## src/hw/rtl/rtoq_pkg.sv

```systemverilog
// rtoq_pkg: types and codes shared by the rectangle overlap table.
// Used by rect_table_overlap_query_core; no dependencies.
`timescale 1ns / 1ps

package rtoq_pkg;

  localparam logic [1:0] OP_ADD    = 2'd0;
  localparam logic [1:0] OP_REMOVE = 2'd1;
  localparam logic [1:0] OP_QUERY  = 2'd2;

  localparam logic [1:0] KIND_ACK = 2'd0;
  localparam logic [1:0] KIND_HIT = 2'd1;
  localparam logic [1:0] KIND_END = 2'd2;

  typedef struct packed {
    logic [1:0]         opcode;
    logic [7:0]         object_tag;
    logic signed [11:0] pos_x;
    logic signed [11:0] pos_y;
    logic [10:0]        size_w;
    logic [10:0]        size_h;
  } in_item_t;

  typedef struct packed {
    logic [1:0] kind;
    logic [7:0] hit_tag;
    logic       status;
    logic       last;
  } out_item_t;

  // one table row, 54 bits
  typedef struct packed {
    logic [7:0]         tag;
    logic signed [11:0] x;
    logic signed [11:0] y;
    logic [10:0]        w;
    logic [10:0]        h;
  } rect_entry_t;

  localparam int unsigned ENTRY_W = $bits(rect_entry_t);

  typedef enum logic [1:0] {
    ST_IDLE,
    ST_SCAN,
    ST_RESP
  } state_t;

endpackage

```

## src/hw/rtl/rtoq_ram.sv

```systemverilog
// rtoq_ram: generic single-write, single-read RAM with registered read data.
// Read data holds while rd_en is low. No dependencies.
`timescale 1ns / 1ps

module rtoq_ram #(
  parameter int unsigned WIDTH  = 54,
  parameter int unsigned DEPTH  = 32,
  parameter int unsigned ADDR_W = (DEPTH > 1) ? $clog2(DEPTH) : 1
) (
  input  logic              clk,
  input  logic              wr_en,
  input  logic [ADDR_W-1:0] wr_addr,
  input  logic [WIDTH-1:0]  wr_data,
  input  logic              rd_en,
  input  logic [ADDR_W-1:0] rd_addr,
  output logic [WIDTH-1:0]  rd_data
);

  logic [WIDTH-1:0] mem [DEPTH];

  always_ff @(posedge clk) begin
    if (wr_en) begin
      mem[wr_addr] <= wr_data;
    end
    if (rd_en) begin
      rd_data <= mem[rd_addr];
    end
  end

endmodule

```

## src/hw/rtl/rect_table_overlap_query_core.sv

```systemverilog
// rect_table_overlap_query_core: ordered table of tagged rectangles with overlap query.
// Depends on rtoq_pkg and rtoq_ram.
`timescale 1ns / 1ps
//
// Usage:
//   in_*  : one beat per command (add, remove by tag, overlap query).
//   out_* : result beats; the final beat of each command has last set.
//   Add appends a row (status 1 if the table is full) and returns one ack.
//   Remove deletes every row with the tag, closes the gaps in order, one ack.
//   Query returns one hit beat per overlapping row (own tag skipped, edges
//   inclusive), oldest first, then an end marker.
//   Opcode 3 is dropped without a result.
// Timing:
//   Rows live in a single RAM with registered read data. Scans read one
//   row per cycle, except while a query scan is stalled on a pending hit.
//   One command is in flight at a time; in_ready is high only while idle.
//   The next command is accepted while the final result still sits in
//   the output register.
// Reset: rst_n (synchronous, active low) empties the table; RAM contents are
//   not cleared, rows at or above the count are never read.
// Stall: a blocked out_ready freezes the query scan on the pending hit; the
//   RAM read data holds until the scan moves on.

module rect_table_overlap_query_core
  import rtoq_pkg::*;
#(
  parameter int unsigned TABLE_DEPTH = 32
) (
  input  logic      clk,
  input  logic      rst_n,
  input  logic      in_valid,
  output logic      in_ready,
  input  in_item_t  in_data,
  output logic      out_valid,
  input  logic      out_ready,
  output out_item_t out_data
);

  localparam int unsigned AW = (TABLE_DEPTH > 1) ? $clog2(TABLE_DEPTH) : 1;
  localparam int unsigned CW = $clog2(TABLE_DEPTH + 1);

  state_t state_r, state_nxt;
  logic [CW-1:0] cnt_r, cnt_nxt;
  logic [CW-1:0] idx_r, idx_nxt;
  logic [CW-1:0] wj_r, wj_nxt;
  logic [1:0]    op_r, op_nxt;
  logic [7:0]    tag_r, tag_nxt;
  logic          status_r, status_nxt;
  logic signed [12:0] left_r, right_r, top_r, bot_r;
  logic signed [12:0] left_nxt, right_nxt, top_nxt, bot_nxt;

  logic      out_valid_r, out_valid_nxt;
  out_item_t out_data_r, out_data_nxt;
  logic      out_free;

  logic          wr_en, rd_en;
  logic [AW-1:0] wr_addr, rd_addr;
  rect_entry_t   wr_data, rd_data;

  logic signed [12:0] e_left, e_right, e_top, e_bot;
  logic hit, keep, last_row, in_fire;

  rtoq_ram #(
    .WIDTH (ENTRY_W),
    .DEPTH (TABLE_DEPTH),
    .ADDR_W(AW)
  ) u_store (
    .clk    (clk),
    .wr_en  (wr_en),
    .wr_addr(wr_addr),
    .wr_data(wr_data),
    .rd_en  (rd_en),
    .rd_addr(rd_addr),
    .rd_data(rd_data)
  );

  assign out_free  = !out_valid_r || out_ready;
  assign in_ready  = (state_r == ST_IDLE);
  assign in_fire   = in_valid && in_ready;
  assign out_valid = out_valid_r;
  assign out_data  = out_data_r;

  assign e_left  = 13'(rd_data.x);
  assign e_top   = 13'(rd_data.y);
  assign e_right = 13'(rd_data.x) + $signed({2'b00, rd_data.w});
  assign e_bot   = 13'(rd_data.y) + $signed({2'b00, rd_data.h});

  assign keep = (rd_data.tag != tag_r);
  assign hit  = keep && !(bot_r < e_top) && !(top_r > e_bot) &&
                !(right_r < e_left) && !(left_r > e_right);
  assign last_row = ((idx_r + CW'(1)) == cnt_r);

  always_ff @(posedge clk) begin
    if (!rst_n) begin
      state_r     <= ST_IDLE;
      cnt_r       <= '0;
      out_valid_r <= 1'b0;
    end else begin
      state_r     <= state_nxt;
      cnt_r       <= cnt_nxt;
      out_valid_r <= out_valid_nxt;
    end
  end

  always_ff @(posedge clk) begin
    idx_r      <= idx_nxt;
    wj_r       <= wj_nxt;
    op_r       <= op_nxt;
    tag_r      <= tag_nxt;
    status_r   <= status_nxt;
    left_r     <= left_nxt;
    right_r    <= right_nxt;
    top_r      <= top_nxt;
    bot_r      <= bot_nxt;
    out_data_r <= out_data_nxt;
  end

  always_comb begin
    state_nxt     = state_r;
    cnt_nxt       = cnt_r;
    idx_nxt       = idx_r;
    wj_nxt        = wj_r;
    op_nxt        = op_r;
    tag_nxt       = tag_r;
    status_nxt    = status_r;
    left_nxt      = left_r;
    right_nxt     = right_r;
    top_nxt       = top_r;
    bot_nxt       = bot_r;
    out_valid_nxt = out_valid_r && !out_ready;
    out_data_nxt  = out_data_r;
    wr_en         = 1'b0;
    wr_addr       = cnt_r[AW-1:0];
    wr_data       = rd_data;
    rd_en         = 1'b0;
    rd_addr       = '0;

    case (state_r)
      ST_IDLE: begin
        if (in_fire) begin
          op_nxt     = in_data.opcode;
          tag_nxt    = in_data.object_tag;
          status_nxt = 1'b0;
          left_nxt   = 13'(in_data.pos_x);
          top_nxt    = 13'(in_data.pos_y);
          right_nxt  = 13'(in_data.pos_x) + $signed({2'b00, in_data.size_w});
          bot_nxt    = 13'(in_data.pos_y) + $signed({2'b00, in_data.size_h});
          idx_nxt    = '0;
          wj_nxt     = '0;
          case (in_data.opcode)
            OP_ADD: begin
              if (cnt_r == CW'(TABLE_DEPTH)) begin
                status_nxt = 1'b1;
              end else begin
                wr_en   = 1'b1;
                wr_data = '{tag: in_data.object_tag, x: in_data.pos_x,
                            y: in_data.pos_y, w: in_data.size_w, h: in_data.size_h};
                cnt_nxt = cnt_r + CW'(1);
              end
              state_nxt = ST_RESP;
            end
            OP_REMOVE, OP_QUERY: begin
              if (cnt_r == '0) begin
                state_nxt = ST_RESP;
              end else begin
                rd_en     = 1'b1;
                state_nxt = ST_SCAN;
              end
            end
            default: ;
          endcase
        end
      end

      ST_SCAN: begin
        if (op_r == OP_REMOVE) begin
          // compact in place: write slot trails read slot
          if (keep) begin
            wr_en   = 1'b1;
            wr_addr = wj_r[AW-1:0];
            wj_nxt  = wj_r + CW'(1);
          end
          if (last_row) begin
            cnt_nxt   = wj_r + CW'(keep);
            state_nxt = ST_RESP;
          end else begin
            rd_en   = 1'b1;
            rd_addr = AW'(idx_r + CW'(1));
            idx_nxt = idx_r + CW'(1);
          end
        end else if (!hit || out_free) begin
          if (hit) begin
            out_valid_nxt = 1'b1;
            out_data_nxt  = '{kind: KIND_HIT, hit_tag: rd_data.tag, status: 1'b0,
                              last: 1'b0};
          end
          if (last_row) begin
            state_nxt = ST_RESP;
          end else begin
            rd_en   = 1'b1;
            rd_addr = AW'(idx_r + CW'(1));
            idx_nxt = idx_r + CW'(1);
          end
        end
      end

      ST_RESP: begin
        if (out_free) begin
          out_valid_nxt = 1'b1;
          out_data_nxt  = '{kind: (op_r == OP_QUERY) ? KIND_END : KIND_ACK,
                            hit_tag: 8'd0, status: status_r, last: 1'b1};
          state_nxt     = ST_IDLE;
        end
      end

      default: state_nxt = ST_IDLE;
    endcase
  end

endmodule
```

## config.mk

```make
export PLATFORM = sky130hd
export DESIGN_NAME = rect_table_overlap_query_core
export DESIGN_NICKNAME = d
export VERILOG_FILES = /design/src/hw/rtl/rtoq_pkg.sv /design/src/hw/rtl/rtoq_ram.sv /design/src/hw/rtl/rect_table_overlap_query_core.sv
export SDC_FILE = /design/constraint.sdc
export NUM_CORES = 2
export LEC_CHECK = 0
export BUFFER_PORTS_ARGS = -buffer_cell sky130_fd_sc_hd__buf_2
export CORE_UTILIZATION = 63
export DETAILED_ROUTE_END_ITERATION = 8
export PLACE_DENSITY = 0.84
export SLEW_MARGIN = 20
export SYNTH_ARGS = -nofsm -noshare
export SYNTH_HDL_FRONTEND = slang
export SYNTH_SLANG_ARGS = --single-unit
```

## constraint.sdc

```tcl
create_clock -name clk -period 8.8 [get_ports clk]
set_clock_uncertainty 0.05 [all_clocks]
set_input_delay 0.44 -clock clk [delete_from_list [all_inputs] [get_ports clk]]
set_output_delay 0.44 -clock clk [all_outputs]
set_load 0.1 [all_outputs]
```

==> summary by stage <==
Drt
The vias per cell is 6.871. The via count is 49.01k. The first-pass iteration count of the detailed router is 7. The count of antenna-violating nets left after detailed routing is 0.

For this run, design rule violations remaining after detail routing come to 0. After detailed routing, the average wire length per cell comes to 29.82 um. After the first detailed-routing iteration, the DRC count stood at 8723. Summed over all layers, the routed wires come to 212700 um.

Floorplanning
The number of primary I/O pins is 74. The floorplan step defined a die boundary enclosing 121600 um^2. For this configuration, the core starts out at a cell density of 0.6389. The die is 348.8 um tall. The x dimension of the die is 348.8 um. In this run the core area contains 126 standard-cell rows. After floorplanning, the core was sized to cover 118600 um^2.

Clock tree
The setup fix buffers added after clock tree synthesis is 0. The post-CTS clock slew at the launch and capture registers of the worst setup and hold paths is 0.06 ns. The clock latency reported for the late side of the worst-skew pair is 0.80 ns. The total number of clock tree sinks is 1876. The clock tree buffer depth is 3. The H-tree level count is 4.

Gates resized during post-CTS repair numbered 0. The master cell of the clock root buffer is clkbuf_16. After clock tree synthesis, the flow added hold-fix buffers numbering 37. The number of buffers added by the clock tree synthesis step is 173. The TritonCTS clock tree is built.

STA
Measured against its own limit, the worst slew margin works out to 0.1203. For this run, the top clock speed supported by timing is 134.8 MHz. The final worst-path cycle share is 0.8432.

The post-layout minimum cycle time is 7.420 ns. The count of final setup violators is 0. Setup repair after global routing left no endpoint under its margin. The setup TNS is 0 ns. The number of hold-slack violations in the final timing report is 0.

The measured slew at the worst slew-check pin is 1.320 ns. The final max-slew violation count is 0.

Synth
The instance count of the mapped netlist is 5271. Counting flops with an async set or reset pin after synthesis yields a share of 0. The synthesized netlist occupies a cell area of 75750 um^2.

The post-synthesis cell type count is 69. Counting flops and latches in the post-synthesis netlist gives 1876. The area share of the largest cell type after synthesis is 0.7401. The synthesized design spends more area on one cell type than any other, namely edfxtp_1.

Among all cell types in the netlist, the one instantiated most often is edfxtp_1. The register area share after synthesis is 0.7425. The number of enable-type register cells in the synthesized netlist is 1867. The synthesis warning total is 0. The synthesized area per cell is 14.37 um^2. The flip-flop cell with the highest count after synthesis is edfxtp_1. Ranked by instance count, the synthesized netlist is headed by edfxtp_1, nand2_1, nand3_1. In the post-synthesis netlist, the biggest area contributors are edfxtp_1, nand2_1, mux2i_1. The number of nets in the synthesized netlist is 5440.

Worst setup path
Of all nets on the critical path, the largest fanout is 41. The critical path starts at u_store.rd_data[34]$_DFFE_PP_. The launch point of the worst reg-to-reg path is u_store.rd_data[34]$_DFFE_PP_. For the worst setup path, the data arrival time is 7.90 ns. STA classifies the critical path startpoint as a register.

The worst setup path is captured at a register. The critical path is of the register to register type. At the worst endpoint, the required time is 9.28 ns.

Run
The count of maximum capacitance violations is 0.

Power
The clock network fraction of total power is 0.403. The worst-case IR drop observed on VDD is 0.0002185 V. The share of total power dissipated in sequential elements is 0.552.

The internal power consumption is 14.20 mW. The analysis attributes to cell leakage a power of 28.10 nW. Of the total power, the share spent switching nets is 0.2140. The share of total power dissipated in combinational logic is 0.045. In this run the power spent charging and discharging nets is 3.866 mW.

The power per standard cell area is 214.9 nW/um^2.

Cells and area
In the final layout, the share of cells above drive strength 1 is 0.1038. The area growth from synthesis to layout is 10.99%. The number of fill cells is 6916. The post-route core utilization is 0.7092. The net count reported at finish is 5563.

GRT
The total global-route track usage is 0.3477. After global routing the overflow that remains totals 0. The via count of the first global-routing pass is 47.89k. The first global-routing pass estimated 305500 um of wire.

Entering global routing, the biggest net connects 172 pins. The initial antenna violation count is 7.

Placed design
Detailed placement ended at an HPWL of 108900 um. The number of I/O port buffers is 73. The routability congestion estimate is 0.8648.

Run status
The flow ran to the end, and the final reports show no timing, DRC or antenna violations.

Hold path
The path class of the tightest hold or removal check is input port to register. The start point of the worst hold path is in_valid.
[flip-flops by register name (all words and copies together), names as in the netlist]
name,count
right_r,13
idx_r,6
bot_r,13
status_r,1
wj_r,6
u_store.rd_data,54
op_r,2
left_r,12
state_r,2
out_data,12
out_valid,1
u_store.mem,1728
tag_r,8
cnt_r,6
top_r,12
[critical path, stage by stage (launching register included)]
cell	delay, ns
edfxtp_1	0.41
ha_1	0.23
fa_1	0.41
a21o_1	0.21
a21oi_1	0.25
o21bai_1	0.19
a21oi_1	0.28
o21bai_1	0.10
a21oi_1	0.24
nor2b_1	0.07
o21ai_0	0.15
nand2b_1	0.12
a211o_1	0.32
ha_1	0.31
nand4_1	0.14
a311o_1	0.31
a311o_1	0.42
o211ai_2	0.19
nor3_4	0.05
buf_4	0.26
nor4_4	1.00
buf_4	0.81
a22oi_1	0.28
o21ai_1	0.20
nor4_2	0.09
[layout make-up]
class	instances	area (um^2)	share of cell area
timing repair buffer	224	1782	0.02119
inverter	71	269.0	0.003200
tap	1600	2002	0.02381
clock inverter	96	874.6	0.01040
antenna	4	10.01	0.0001191
sequential	1876	56240	0.6690
multi-input combinational	3048	18370	0.2185
clock buffer	213	4522	0.05378
[power groups by stage]
stage,combinational [mW],clock [mW],sequential [mW]
floorplan,0.469,0,10.2
detailed placement,0.769,0,10.2
CTS,0.792,7.28,9.97
finish,0.817,7.28,9.97
global route,0.861,7.62,9.97
global placement,0.737,0,10.2
[path summary, 6_finish.rpt]
kind | end | slack (ns) | cells after the start
worst max-delay path | u_store.rd_data[14]$_DFFE_PP_ | 1.38 | 24
worst min-delay path | state_r[1]$_SDFFE_PN0P_ | 0.05 | 4
worst max register to register | u_store.rd_data[14]$_DFFE_PP_ | 1.38 | 24
worst min register to register | state_r[0]$_SDFFE_PN0P_ | 0.47 | 2
[routing by layer]
layer / track usage / wire (um) / up-vias
li1: - / - / 20016
met1: 0.4443 / 69780 / 23475
met2: 0.5351 / 96220 / 4521
met3: 0.09730 / 32360 / 987
met4: 0.2059 / 14250 / 8
met5: 0 / 58 / -
[placed cells by master (no fill, tap or decap), drive strengths merged, types with 10 or more instances in the layout]
cell type    netlist  routed
ha               105     105
mux2i            275     275
a21o              10      10
nor2b             19      19
a21oi             48      48
inv               71      77
nor4              68      68
nor2             247     247
nand3            297     297
xor2              27      27
nor3              16      16
o21ai            172     172
nand2           1203    1203
nand2b            16      16
a32oi            159     159
buf              113     187
dlygate4sd3        0      37
a22oi             54      54
bufinv             0      13
xnor2             31      31
clkinv             0      76
nand4            171     171
clkbuf           163     213
edfxtp          1867    1867
mux2              31      31
[per-stage QoR]
| step | area, um^2 | hold WS, ns | power (mW) | std cells | worst slack (ns) |
|---|---|---|---|---|---|
| final | 84080 | 0.04689 | 18.07 | 7132 | 1.380 |
| after CTS | 84020 | 0.02358 | 18.04 | 7127 | 1.641 |
| after global routing | 84070 | 0.09648 | 18.45 | 7129 | 1.265 |
| after detailed placement | 78260 | 0.4551 | 10.92 | 6781 | 1.774 |
| after global placement | 78220 | 0.4451 | 10.89 | 6780 | 2.022 |
| after floorplan | 75750 | 0.4245 | 10.67 | 5271 | 1.769 |
[cell families after synthesis]
family / after synthesis / synth area share
compound gates: 506 / 0.04628
flops: 1876 / 0.7425
mux: 306 / 0.04095
fa+ha+maj: 109 / 0.01840
buf+inv: 347 / 0.02071
xor+xnor: 58 / 0.006706
simple gates: 2069 / 0.1244
(Power assumes the default switching activity.)
